$ cat config.mk
export PLATFORM = sky130hd
export DESIGN_NAME = reorder_buffer_inorder_retire
export DESIGN_NICKNAME = d
export VERILOG_FILES = /design/src/sv/rob_pkg.sv /design/src/sv/rob_front.sv /design/src/sv/rob_back.sv /design/src/sv/reorder_buffer_inorder_retire.sv
export SDC_FILE = /design/constraint.sdc
export NUM_CORES = 1
export LEC_CHECK = 0
export BUFFER_PORTS_ARGS = -buffer_cell sky130_fd_sc_hd__buf_2
export CAP_MARGIN = 10
export CORE_MARGIN = 4
export CORE_UTILIZATION = 41
export CTS_CLUSTER_DIAMETER = 50
export CTS_CLUSTER_SIZE = 25
export DETAILED_ROUTE_END_ITERATION = 16
export PLACE_DENSITY = 0.61
export REMOVE_ABC_BUFFERS = 1
export SYNTH_ARGS = -nofsm -noshare
export SYNTH_HDL_FRONTEND = slang
export SYNTH_SLANG_ARGS = --single-unit
$ cat constraint.sdc
create_clock -name clk_i -period 5.35 [get_ports clk_i]
set_input_delay 0.535 -clock clk_i [delete_from_list [all_inputs] [get_ports clk_i]]
set_output_delay 0.535 -clock clk_i [all_outputs]
set_load 0.005 [all_outputs]
$ cat src/sv/rob_pkg.sv
// Shared types and constants for the in-order-retire reorder buffer.
// Used by rob_front, rob_back and reorder_buffer_inorder_retire; no dependencies.
package rob_pkg;

  localparam int TagW     = 16;
  localparam int CountW   = 6;
  localparam int CapW     = 6;
  localparam int RwW      = 4;
  localparam int ResW     = 3;
  localparam int CfgIdxW  = 1;
  localparam int CfgDataW = 6;

  localparam logic [CapW-1:0] CapReset = 6'd32;
  localparam logic [RwW-1:0]  RwReset  = 4'd8;

  localparam logic [1:0] KIND_WRITE   = 2'd1;
  localparam logic [1:0] KIND_COMPUTE = 2'd2;

  typedef enum logic [1:0] {
    OP_ALLOC = 2'd0,
    OP_RESP  = 2'd1,
    OP_STEP  = 2'd2
  } opcode_e;

  typedef enum logic [ResW-1:0] {
    RES_ALLOC   = 3'd0,
    RES_FULL    = 3'd1,
    RES_RESP    = 3'd2,
    RES_RETIRED = 3'd3,
    RES_NONE    = 3'd4
  } result_e;

  typedef enum logic [CfgIdxW-1:0] {
    CFG_CAPACITY     = 1'b0,
    CFG_RETIRE_WIDTH = 1'b1
  } cfg_reg_e;

  typedef enum logic [1:0] {
    CMD_ALLOC,
    CMD_RESP,
    CMD_STEP
  } cmd_e;

  typedef enum logic [1:0] {
    BK_IDLE,
    BK_SCAN,
    BK_RESP,
    BK_RET
  } back_state_e;

  typedef struct packed {
    logic [1:0]      opcode;
    logic [TagW-1:0] msg_tag;
    logic [1:0]      inst_kind;
  } in_item_t;

  typedef struct packed {
    logic [ResW-1:0]   result_kind;
    logic [TagW-1:0]   retired_tag;
    logic [CountW-1:0] entry_count;
    logic              last;
  } out_item_t;

  typedef struct packed {
    cmd_e            op;
    logic [TagW-1:0] tag;
    logic            rdy;
  } cmd_t;

  typedef struct packed {
    logic [CapW-1:0] capacity;
    logic [RwW-1:0]  retire_width;
  } cfg_t;

endpackage

$ cat src/sv/rob_front.sv
// Front end: accepts input items, decodes them into commands and holds them
// in a two-entry queue for the back end. Depends on rob_pkg.
module rob_front (
  input  logic             clk_i,
  input  logic             rst_ni,
  input  logic             in_valid_i,
  output logic             in_ready_o,
  input  rob_pkg::in_item_t in_item_i,
  output logic             cmd_valid_o,
  output rob_pkg::cmd_t    cmd_o,
  input  logic             cmd_pop_i
);
  import rob_pkg::*;

  cmd_t       q_q [2];
  logic       wr_q, wr_d, rd_q, rd_d;
  logic [1:0] cnt_q, cnt_d;
  cmd_t       cls;
  logic       keep, push, pop;

  always_comb begin
    keep     = 1'b1;
    cls.op   = CMD_ALLOC;
    cls.tag  = in_item_i.msg_tag;
    cls.rdy  = (in_item_i.inst_kind == KIND_WRITE) || (in_item_i.inst_kind == KIND_COMPUTE);
    unique case (in_item_i.opcode)
      OP_ALLOC: cls.op = CMD_ALLOC;
      OP_RESP:  cls.op = CMD_RESP;
      OP_STEP:  cls.op = CMD_STEP;
      default:  keep = 1'b0; // unused opcode: dropped
    endcase
  end

  assign in_ready_o  = (cnt_q != 2'd2);
  assign cmd_valid_o = (cnt_q != 2'd0);
  assign cmd_o       = q_q[rd_q];
  assign push        = in_valid_i && in_ready_o && keep;
  assign pop         = cmd_pop_i && cmd_valid_o;

  always_comb begin
    wr_d  = push ? ~wr_q : wr_q;
    rd_d  = pop ? ~rd_q : rd_q;
    cnt_d = cnt_q;
    priority if (push && !pop) begin
      cnt_d = cnt_q + 2'd1;
    end else if (pop && !push) begin
      cnt_d = cnt_q - 2'd1;
    end
  end

  always_ff @(posedge clk_i or negedge rst_ni) begin
    if (!rst_ni) begin
      wr_q  <= 1'b0;
      rd_q  <= 1'b0;
      cnt_q <= 2'd0;
    end else begin
      wr_q  <= wr_d;
      rd_q  <= rd_d;
      cnt_q <= cnt_d;
    end
  end

  always_ff @(posedge clk_i) begin
    if (push) begin
      q_q[wr_q] <= cls;
    end
  end

endmodule

$ cat src/sv/rob_back.sv
// Back end: circular tag memory, ready marks, pointers and the sequencer that
// allocates, scans for responses and retires in order. Depends on rob_pkg.
module rob_back #(
  parameter int DEPTH      = 32,
  parameter int MAX_RETIRE = 8
) (
  input  logic                       clk_i,
  input  logic                       rst_ni,
  input  rob_pkg::cfg_t              cfg_i,
  input  logic                       cmd_valid_i,
  input  rob_pkg::cmd_t              cmd_i,
  output logic                       cmd_pop_o,
  output logic                       out_valid_o,
  input  logic                       out_ready_i,
  output rob_pkg::out_item_t         out_item_o,
  output logic [$clog2(DEPTH+1)-1:0] occ_o
);
  import rob_pkg::*;

  localparam int IdxW = $clog2(DEPTH);
  localparam int OccW = $clog2(DEPTH + 1);
  localparam int CntW = $clog2(MAX_RETIRE + 1);
  localparam int WW   = (CntW > RwW) ? CntW : RwW;
  localparam int CmpW = (OccW > CapW) ? OccW : CapW;

  function automatic logic [IdxW-1:0] nxt(input logic [IdxW-1:0] i);
    return (i == IdxW'(DEPTH - 1)) ? '0 : i + 1'b1;
  endfunction

  back_state_e       state_q, state_d;
  logic [IdxW-1:0]   head_q, head_d, tail_q, tail_d, scan_q, scan_d;
  logic [OccW-1:0]   occ_q, occ_d, left_q, left_d;
  logic [DEPTH-1:0]  rdy_q, rdy_d;
  logic [CntW-1:0]   n_q, n_d, n_inc;
  logic [TagW-1:0]   tag_q, tag_d;
  logic              out_valid_q, out_valid_d;
  out_item_t         out_q, out_d;

  logic [TagW-1:0]   mem_q [DEPTH];
  logic [TagW-1:0]   rdata_q;
  logic [IdxW-1:0]   raddr;
  logic              we;

  logic              out_free, cap_full, last_ret;
  logic [IdxW-1:0]   head_nx;
  logic [WW-1:0]     rw_ext, w_eff;

  assign out_free = !out_valid_q || out_ready_i;
  assign head_nx  = nxt(head_q);
  assign cap_full = (CmpW'(occ_q) >= CmpW'(cfg_i.capacity)) || (occ_q == OccW'(DEPTH));
  assign rw_ext   = WW'(cfg_i.retire_width);
  assign w_eff    = (rw_ext > WW'(MAX_RETIRE)) ? WW'(MAX_RETIRE) : rw_ext;
  assign n_inc    = n_q + 1'b1;
  assign last_ret = (WW'(n_inc) == w_eff) || (occ_q == OccW'(1)) || !rdy_q[head_nx];

  always_comb begin
    state_d   = state_q;
    head_d    = head_q;
    tail_d    = tail_q;
    scan_d    = scan_q;
    occ_d     = occ_q;
    left_d    = left_q;
    rdy_d     = rdy_q;
    n_d       = n_q;
    tag_d     = tag_q;
    out_d     = out_q;
    cmd_pop_o = 1'b0;
    we        = 1'b0;
    raddr     = head_q;
    out_valid_d = out_ready_i ? 1'b0 : out_valid_q;

    unique case (state_q)
      BK_IDLE: begin
        if (cmd_valid_i && out_free) begin
          cmd_pop_o = 1'b1;
          unique case (cmd_i.op)
            CMD_ALLOC: begin
              out_valid_d       = 1'b1;
              out_d.retired_tag = '0;
              out_d.last        = 1'b1;
              if (cap_full) begin
                out_d.result_kind = RES_FULL;
                out_d.entry_count = CountW'(occ_q);
              end else begin
                we            = 1'b1;
                rdy_d[tail_q] = cmd_i.rdy;
                tail_d        = nxt(tail_q);
                occ_d         = occ_q + 1'b1;
                out_d.result_kind = RES_ALLOC;
                out_d.entry_count = CountW'(occ_d);
              end
            end
            CMD_RESP: begin
              tag_d   = cmd_i.tag;
              scan_d  = head_q;
              left_d  = occ_q;
              state_d = BK_SCAN;
            end
            CMD_STEP: begin
              if ((w_eff == '0) || (occ_q == '0) || !rdy_q[head_q]) begin
                out_valid_d       = 1'b1;
                out_d.result_kind = RES_NONE;
                out_d.retired_tag = '0;
                out_d.entry_count = CountW'(occ_q);
                out_d.last        = 1'b1;
              end else begin
                n_d     = '0;
                state_d = BK_RET;
              end
            end
            default: ;
          endcase
        end
      end
      BK_SCAN: begin
        // rdata_q holds the tag at scan_q; head tag is refetched on the last entry
        if (left_q == '0) begin
          state_d = BK_RESP;
        end else begin
          if (rdata_q == tag_q) begin
            rdy_d[scan_q] = 1'b1;
          end
          scan_d = nxt(scan_q);
          left_d = left_q - 1'b1;
          if (left_q != OccW'(1)) begin
            raddr = nxt(scan_q);
          end
        end
      end
      BK_RESP: begin
        if (out_free) begin
          out_valid_d       = 1'b1;
          out_d.result_kind = RES_RESP;
          out_d.retired_tag = '0;
          out_d.entry_count = CountW'(occ_q);
          out_d.last        = 1'b1;
          state_d           = BK_IDLE;
        end
      end
      BK_RET: begin
        if (out_free) begin
          rdy_d[head_q] = 1'b0;
          head_d        = head_nx;
          occ_d         = occ_q - 1'b1;
          n_d           = n_inc;
          raddr         = head_nx;
          out_valid_d       = 1'b1;
          out_d.result_kind = RES_RETIRED;
          out_d.retired_tag = rdata_q;
          out_d.entry_count = CountW'(occ_d);
          out_d.last        = last_ret;
          if (last_ret) begin
            state_d = BK_IDLE;
          end
        end
      end
      default: state_d = BK_IDLE;
    endcase
  end

  always_ff @(posedge clk_i or negedge rst_ni) begin
    if (!rst_ni) begin
      state_q     <= BK_IDLE;
      head_q      <= '0;
      tail_q      <= '0;
      scan_q      <= '0;
      occ_q       <= '0;
      left_q      <= '0;
      rdy_q       <= '0;
      n_q         <= '0;
      out_valid_q <= 1'b0;
    end else begin
      state_q     <= state_d;
      head_q      <= head_d;
      tail_q      <= tail_d;
      scan_q      <= scan_d;
      occ_q       <= occ_d;
      left_q      <= left_d;
      rdy_q       <= rdy_d;
      n_q         <= n_d;
      out_valid_q <= out_valid_d;
    end
  end

  always_ff @(posedge clk_i) begin
    tag_q <= tag_d;
    out_q <= out_d;
  end

  // tag memory, write-first read port
  always_ff @(posedge clk_i) begin
    if (we) begin
      mem_q[tail_q] <= cmd_i.tag;
    end
    if (we && (tail_q == raddr)) begin
      rdata_q <= cmd_i.tag;
    end else begin
      rdata_q <= mem_q[raddr];
    end
  end

  assign out_valid_o = out_valid_q;
  assign out_item_o  = out_q;
  assign occ_o       = occ_q;

endmodule

$ cat src/sv/reorder_buffer_inorder_retire.sv
// Reorder buffer with in-order retirement: one input item is handled at a time
// by the back end. A cache response compares every held entry in turn through
// the single read port of the tag memory; a step reads the head tag while it
// is accepted and then retires one entry per cycle through that port while the
// output is not stalled, up to the retire width, the last entry or an entry not ready.
// A two-entry queue decouples input acceptance, and a result register holds a
// result until it is taken; the back end accepts no new item while a result
// waits untaken. No clearing pass is needed after reset.
// Top level; depends on rob_pkg, rob_front and rob_back.
module reorder_buffer_inorder_retire #(
  parameter int DEPTH      = 32,
  parameter int MAX_RETIRE = 8
) (
  input  logic                              clk_i,
  input  logic                              rst_ni,
  input  logic                              in_valid_i,
  output logic                              in_ready_o,
  input  rob_pkg::in_item_t                 in_item_i,
  output logic                              out_valid_o,
  input  logic                              out_ready_i,
  output rob_pkg::out_item_t                out_item_o,
  input  logic                              cfg_valid_i,
  output logic                              cfg_ready_o,
  input  logic [rob_pkg::CfgIdxW-1:0]       cfg_index_i,
  input  logic [rob_pkg::CfgDataW-1:0]      cfg_data_i
);
  import rob_pkg::*;

  localparam int OccW = $clog2(DEPTH + 1);

  cfg_t            cfg_q;
  cmd_t            cmd;
  logic            cmd_valid, cmd_pop;
  logic [OccW-1:0] occ;

  assign cfg_ready_o = 1'b1;

  always_ff @(posedge clk_i or negedge rst_ni) begin
    if (!rst_ni) begin
      cfg_q.capacity     <= CapReset;
      cfg_q.retire_width <= RwReset;
    end else if (cfg_valid_i) begin
      unique case (cfg_index_i)
        CFG_CAPACITY:     cfg_q.capacity     <= cfg_data_i[CapW-1:0];
        CFG_RETIRE_WIDTH: cfg_q.retire_width <= cfg_data_i[RwW-1:0];
        default: ;
      endcase
    end
  end

  rob_front u_front (
    .clk_i       (clk_i),
    .rst_ni      (rst_ni),
    .in_valid_i  (in_valid_i),
    .in_ready_o  (in_ready_o),
    .in_item_i   (in_item_i),
    .cmd_valid_o (cmd_valid),
    .cmd_o       (cmd),
    .cmd_pop_i   (cmd_pop)
  );

  rob_back #(
    .DEPTH      (DEPTH),
    .MAX_RETIRE (MAX_RETIRE)
  ) u_back (
    .clk_i       (clk_i),
    .rst_ni      (rst_ni),
    .cfg_i       (cfg_q),
    .cmd_valid_i (cmd_valid),
    .cmd_i       (cmd),
    .cmd_pop_o   (cmd_pop),
    .out_valid_o (out_valid_o),
    .out_ready_i (out_ready_i),
    .out_item_o  (out_item_o),
    .occ_o       (occ)
  );

  a_occ_bound: assert property (@(posedge clk_i) disable iff (!rst_ni)
    occ <= OccW'(DEPTH))
    else $error("occupancy above depth");

  a_occ_step: assert property (@(posedge clk_i) disable iff (!rst_ni)
    (occ == $past(occ)) || (occ == $past(occ) + 1'b1) || (occ == $past(occ) - 1'b1))
    else $error("occupancy moved by more than one entry");

  a_single_last: assert property (@(posedge clk_i) disable iff (!rst_ni)
    out_valid_o && (out_item_o.result_kind != RES_RETIRED)
      |-> out_item_o.last && (out_item_o.retired_tag == '0))
    else $error("non-retire result without last flag or with a tag");

endmodule
; ---- After elaboration in Yosys (flattened, before gate mapping)
; Memory sizes are Yosys's and may differ from the RTL's. A register that Yosys moved wholly into a read port is not among the register bits.
; Cells that the tools add are included.
[totals]
reg_bits = 122
out_inout_bits = 29
ramBits = 550
mem_bits_ro = 0
latch_bits = 0
word_cells = 204
mem_count = 2
input_bits = 32
[op_classes]
shifts = 0
n_addsub = 9
eq_ne = 34
n_mul = 0
div = 0
n_lt_le_gt_ge = 9
reduce_logical = 45
n_bitwise = 7
muxes = 79
[mem_list]
columns = memory, depth, width, read_ports, rd_clocked_by_memory_dff, write_ports, line
row1 = u_back.mem_q, 32, 16, 1, 1, 1, rob_back.sv:39  ; logic [TagW-1:0] mem_q [DEPTH];
row2 = u_front.q_q, 2, 19, 1, 0, 1, rob_front.sv:15  ; cmd_t q_q [2];
[ops]
columns = op, n
row1 = 32-bit two-way mux, 6
row2 = 26-bit two-way mux, 4
row3 = 32-bit one-hot mux with 3 select lines, 1
row4 = 26-bit one-hot mux with 3 select lines, 1
row5 = 26-bit one-hot mux with 2 select lines, 1
row6 = 5-bit two-way mux, 9
row7 = 6-bit two-way mux, 7
row8 = 32-bit AND, 1
row9 = 32-bit bitwise mux, 1
row10 = 32-bit NOT, 1
row11 = 32-bit OR, 1
row12 = "5-bit by 6-bit < comparator with 1-bit output, second input constant", 4
row13 = 6-bit one-hot mux with 2 select lines, 2
row14 = 1-bit two-way mux, 21
row15 = 4-bit two-way mux, 5
row16 = 5-bit one-hot mux with 2 select lines, 2
row17 = 16-bit == test, 1
row18 = 2-bit two-way mux, 8
row19 = "5-bit by 1-bit adder with 5-bit output, second input constant", 3
row20 = 1-bit demux with 5-bit select, 3
row21 = "5-bit == test, second input constant", 3
row22 = "5-bit by 1-bit >= comparator with 1-bit output, second input constant", 3
row23 = "2-bit inequality test, second input constant", 7
row24 = 7-bit AND reduction, 2
row25 = 37 further kinds, 86

; ---- Logic depth before layout (Yosys ltp)
[logic_depth]
ltp_word = 9
mapped_depth = 14
mapped_depth_nobuf = 11

; ---- Hierarchy
; From an unflattened synthesis, not the netlist that was laid out.
[hier_totals]
hier_cells = 1961
hier_area_um2 = 29899.9
[by_module_without_submodules]
columns = module, n_inst, area_per_inst_um2, cells_per_inst, seq_area_each_um2
row1 = rob_back, 1, 27850.5, 1854, 18387.6
row2 = rob_front, 1, 1621.6, 82, 1241.2
row3 = reorder_buffer_inorder_retire, 1, 427.9, 25, 252.7

; ---- Least setup slack after synthesis
; OpenSTA, ideal clock, no wires.
[synth_timing]
path_type = register to register
startpoint = register u_front.rd_q
endpoint = memory u_back.mem_q[7][0] (enable)
required_ns = 4.941
arrival_ns = 3.497
setup_time_ns = 0.409
slack_ns = 1.444
path_buffers = 3
path_stages_with_launch = 10
synth_period_minus_slack_ns = 3.906
cell_sequence = dfrtp_1 > clkbuf_1 > buf_1 > mux2i_1 > ha_1 > and3_1 > o21a_1 > clkbuf_1 > nand3_1 > nor3_1
[synth_between]
elab_chain_cells = 7
[synth_lines]
columns = item, line
row1 = "start, declared", rob_front.sv:16  ; logic wr_q, wr_d, rd_q, rd_d;
row2 = "start signal, assigned", rob_front.sv:58  ; rd_q <= rd_d;
row3 = memory 2 x 19 bit, n/a
row4 = 2-bit zero test, rob_back.sv:76  ; unique case (cmd_i.op)
row5 = 1-bit two-way mux, rob_back.sv:76
row6 = 1-bit two-way mux, rob_back.sv:74  ; if (cmd_valid_i && out_free) begin
row7 = 1-bit two-way mux, rob_back.sv:72  ; unique case (state_q)
row8 = 1-bit two-way mux, rob_back.sv:192  ; if (we) begin
row9 = 1-bit two-way mux (not written as such), rob_back.sv:193  ; mem_q[tail_q] <= cmd_i.tag;
row10 = "end, declared", rob_back.sv:39
; Every way passes these cells.

==> flow_results.org <==
** Status
- Status :: complete, no violations

** Timing
- In this run the tightest slew margin relative to its limit is 25.79%.
- Setup repair after global routing left no endpoint under its margin.
- The worst path uses 78.42% of the clock period.
- For this run, the top clock speed supported by timing is 238.3 MHz.
- Adding up every negative setup slack in the final design gives 0 ps.
- Final Critical Period :: 4196 ps
- Total count of hold-check failures in the final report :: 0
- Clock skew after layout :: 28.41 ps
- The total count of max-transition violations in the final report came to 0.
- Actual transition at the worst max-transition pin :: 1109 ps
- Setup violations remaining at the end of the flow were counted as 0.

** Clocking
- Num Clock Sinks :: 677
- Clock-pin slew was measured on the worst setup and hold paths at 70 ps.
- The number of setup buffers added after CTS is 0.
- The number of clock buffers added by TritonCTS is 55.
- After clock tree synthesis, the repair step resized 0 gates.
- Counting along the longest clock path gives a buffer depth of 3.
- CTS HTree Levels :: 2
- CTS tree :: done
- Clock insertion delay at the later pin of the skew report :: 630 ps
- The tree is rooted in a sky130_fd_sc_hd__clkbuf_16.

** Final layout
- Leaving out filler cells and counting taps, the final layout contains 2971.
- Count of inserted antenna diode cells :: 0
- At the end of the flow, the number of nets in the layout was 2037.
- The post-route netlist has 21.72% of its cells at a drive strength greater than 1.
- Filler Cells Inserted :: 6146
- The area growth from synthesis to layout is 11.77%.

** Setup path
- Arrival time at the worst endpoint :: 4710 ps
- Of all nets on the critical path, the largest fanout is 52.
- The worst setup path is launched from a flop.
- STA puts the critical path data required time at 5860 ps.
- The setup path with the least slack is of type flop to flop.
- Counting cells, the worst reg-to-reg path comes to 10.
- The worst setup path is captured at a flop.

** Synthesis
- The average instance in the mapped netlist occupies 15.57 µm².
- Post-synthesis cell type count :: 67
- Post-synth top area cell :: sky130_fd_sc_hd__edfxtp_1
- Warning count from the yosys run :: 0
- Number of synthesized flops with an enable pin :: 592
- Cells after synthesis :: 1909
- The synthesized netlist devotes 1.090% of its cell area to XOR and XNOR gates.
- Most common cell in the netlist :: sky130_fd_sc_hd__edfxtp_1
- In this run the biggest area consumer among cell types represents 59.80% of the synthesized area.
- Post-synthesis simple-gate area fraction :: 6.730%
- Post-Syn Area :: 29730 µm²
- Synth Area in Adders :: 1.305%
- Asr flop ratio synth :: 11.82%
- Biggest area contributors in the synthesized netlist :: sky130_fd_sc_hd__edfxtp_1 (60%), sky130_fd_sc_hd__mux4_2 (8.9%), sky130_fd_sc_hd__dfrtp_1 (6.6%)
- Counting flops and latches in the post-synthesis netlist gives 677.
- Mux contribution to synthesized area :: 13.10%
- List of most frequent post-synthesis cells :: sky130_fd_sc_hd__edfxtp_1 (592), sky130_fd_sc_hd__nor2_1 (129), sky130_fd_sc_hd__nand2_1 (128), sky130_fd_sc_hd__mux4_2 (117), sky130_fd_sc_hd__mux2i_1 (91)
- Main combinational cell family by area after synthesis :: multiplexers
- Summing the areas of all compound-gate instances in the mapped netlist gives 8.662% of the synthesized area.
- Sequential element share of the synthesized area :: 66.88%
- Top flip-flop cell by instance count after synthesis :: sky130_fd_sc_hd__edfxtp_1

** Global route
- Global routing consumed, over all layers together, 19.39% of the routing resources.
- The initial antenna violation count is 1.
- For this run the aggregate overflow at the end of global routing stands at 0.
- First-pass GRT wire length :: 114300 µm
- Entering global routing, the biggest net connects 81 pins.
- Number of global-route vias before repair :: 17631

** Worst hold path
- The path class of the tightest hold or removal check is input port to flop.
- Number of stages on the worst hold path :: 1

** Drt
- Dividing the detail-routed via count by the number of cells gives 5.898.
- Total number of vias :: 17524
- In the routed design, unresolved DRC markers number 0.
- Number of nets with antenna violations after routing :: 0
- The final layout contains routed wiring with a total length of 75590 µm.
- After detailed routing, the average wire length per cell comes to 25.44 µm.
- First-pass iteration count of the detailed router :: 6
- Number of DRC markers after the initial detailed-route iteration :: 1807

** Floorplanning
- Initial core utilization :: 41.44%
- Top-Level Pins :: 61
- The core region is 71730 µm².
- The die covers 76880 µm².
- Floorplan die width :: 277.3 µm
- The floorplan has 98 rows.
- Overall die height :: 277.3 µm

** Power
- Leak :: 11.14 nW
- In this run the power density over the cells is 517.6 nW/µm².
- Across the VDD grid, the largest voltage drop is 0.0003188 V.

** Placed design
- Routability-driven placement finished with a final weighted congestion of 0.9155.
- # port buffers :: 59
- Detailed placement finished with a half-perimeter wire length of 47670 µm.
- The number of placed instances, taps included, is 2865.

** Job
- Max-cap violations in this run came to 0.
## what timing repair did
item / in CTS / in global routing
hold buffers: 0 / 1
hold endpoints to repair: 0 / 15
endpoints found under the setup margin: 0 / 0
## path summary, 6_finish.rpt
check / start / endpoint / slack, ps
max reg2reg: flop / flop / 1150
min: in_item_i[8] / u_front.q_q[0][7]$_DFFE_PP_ / 90
min in group asynchronous: rst_ni / cfg_q[8]$_DFFE_PN0P_ / 330
max: flop / flop / 1150
min reg2reg: cfg_q[9]$_DFFE_PN1P_ / cfg_q[9]$_DFFE_PN1P_ / 520
max in group asynchronous: rst_ni / u_back.tail_q[0]$_DFFE_PN0P_ / 4380
## worst max-delay path: stages, from the launching register on
cell and delay [ps]:
sky130_fd_sc_hd__dfxtp_4 740, sky130_fd_sc_hd__buf_12 370, sky130_fd_sc_hd__mux4_2 380, sky130_fd_sc_hd__mux4_2 530
sky130_fd_sc_hd__mux2i_1 280, sky130_fd_sc_hd__xnor2_1 100, sky130_fd_sc_hd__a211o_1 330, sky130_fd_sc_hd__a2111oi_1 350
sky130_fd_sc_hd__nand4_2 180, sky130_fd_sc_hd__buf_4 350, sky130_fd_sc_hd__a221oi_1 340
## power by group
part / internal (mW) / total (mW) / switching [mW] / leakage [nW]
sequential: 6.67 / 7.12 / 0.446 / 6.42
clock: 2.16 / 4.22 / 2.06 / 0.920
combinational: 2.17 / 5.86 / 3.69 / 3.79
total: 11.0 / 17.2 / 6.19 / 11.1
## registers in the layout, indices dropped and copies added, names as in the netlist, 6 cells and up, named ones only
| register | cells |
|---|---|
| cfg_q | 10 |
| u_back.left_q | 6 |
| u_back.mem_q | 512 |
| u_back.occ_o | 6 |
| u_back.out_item_o | 26 |
| u_back.tag_q | 16 |
| u_front.q_q | 38 |
## metrics by stage
step           hold slack, ps  util, %  power [mW]  setup WS [ps]  area [µm²]
2_1_floorplan           239.4        -       11.26          -3376       29180
3_5_place_dp            506.3    43.62       13.10           1217       31290
4_1_cts                 60.73    46.27       17.32           1167       33190
6_report                92.84    46.32       17.20           1154       33230
3_3_place_gp            485.4    43.62       12.96           1275       31290
5_1_grt                 68.21    46.32       18.06          949.2       33230
## cell usage in the layout, fill, tap and decap left out, drive strengths merged, types with 14 or more instances in the layout
master	instances
edfxtp	592
nor2	130
nand2	128
buf	125
mux4	117
mux2i	91
dfrtp	78
o21ai	68
clkbuf	59
a221oi	55
inv	46
a21oi	45
nor3	37
nand3	35
o211ai	34
mux2	31
ha	31
a211oi	30
a21o	27
nand2b	24
xnor2	23
clkinv	23
and3	21
and2	18
xor2	14
a22oi	14
nor2b	14
## cell families (layout without fill, tap and decap cells)
logic type,Yosys count,after routing
AOI/OAI and AO/OA,343,343
xor gates and xnor gates,37,37
adders and majority gates,31,31
buffers and inverters,148,260
DFF,677,677
muxes,239,239
other,1,1
and+or+nand+nor,433,433
## layout make-up
type | count | area [µm²] | share of cell area (%)
Multi-Input combinational cell | 1084 | 9260 | 27.87
Tap cell | 950 | 1189 | 3.577
Clock buffer | 59 | 1413 | 4.252
Inverter | 30 | 112.6 | 0.3389
Sequential cell | 677 | 19890 | 59.86
Timing Repair Buffer | 126 | 873.3 | 2.629
Clock inverter | 45 | 488.0 | 1.469
## metal layers
metal | track usage, % | routed length [µm] | vias to the layer above
met5 | 0 | 13 | -
met4 | 4.337 | 1561 | 2
met3 | 2.836 | 4773 | 115
met2 | 32.78 | 37850 | 622
met1 | 26.86 | 31390 | 9115
li1 | - | - | 7670
No activity file was read; power rests on OpenSTA's default activity.
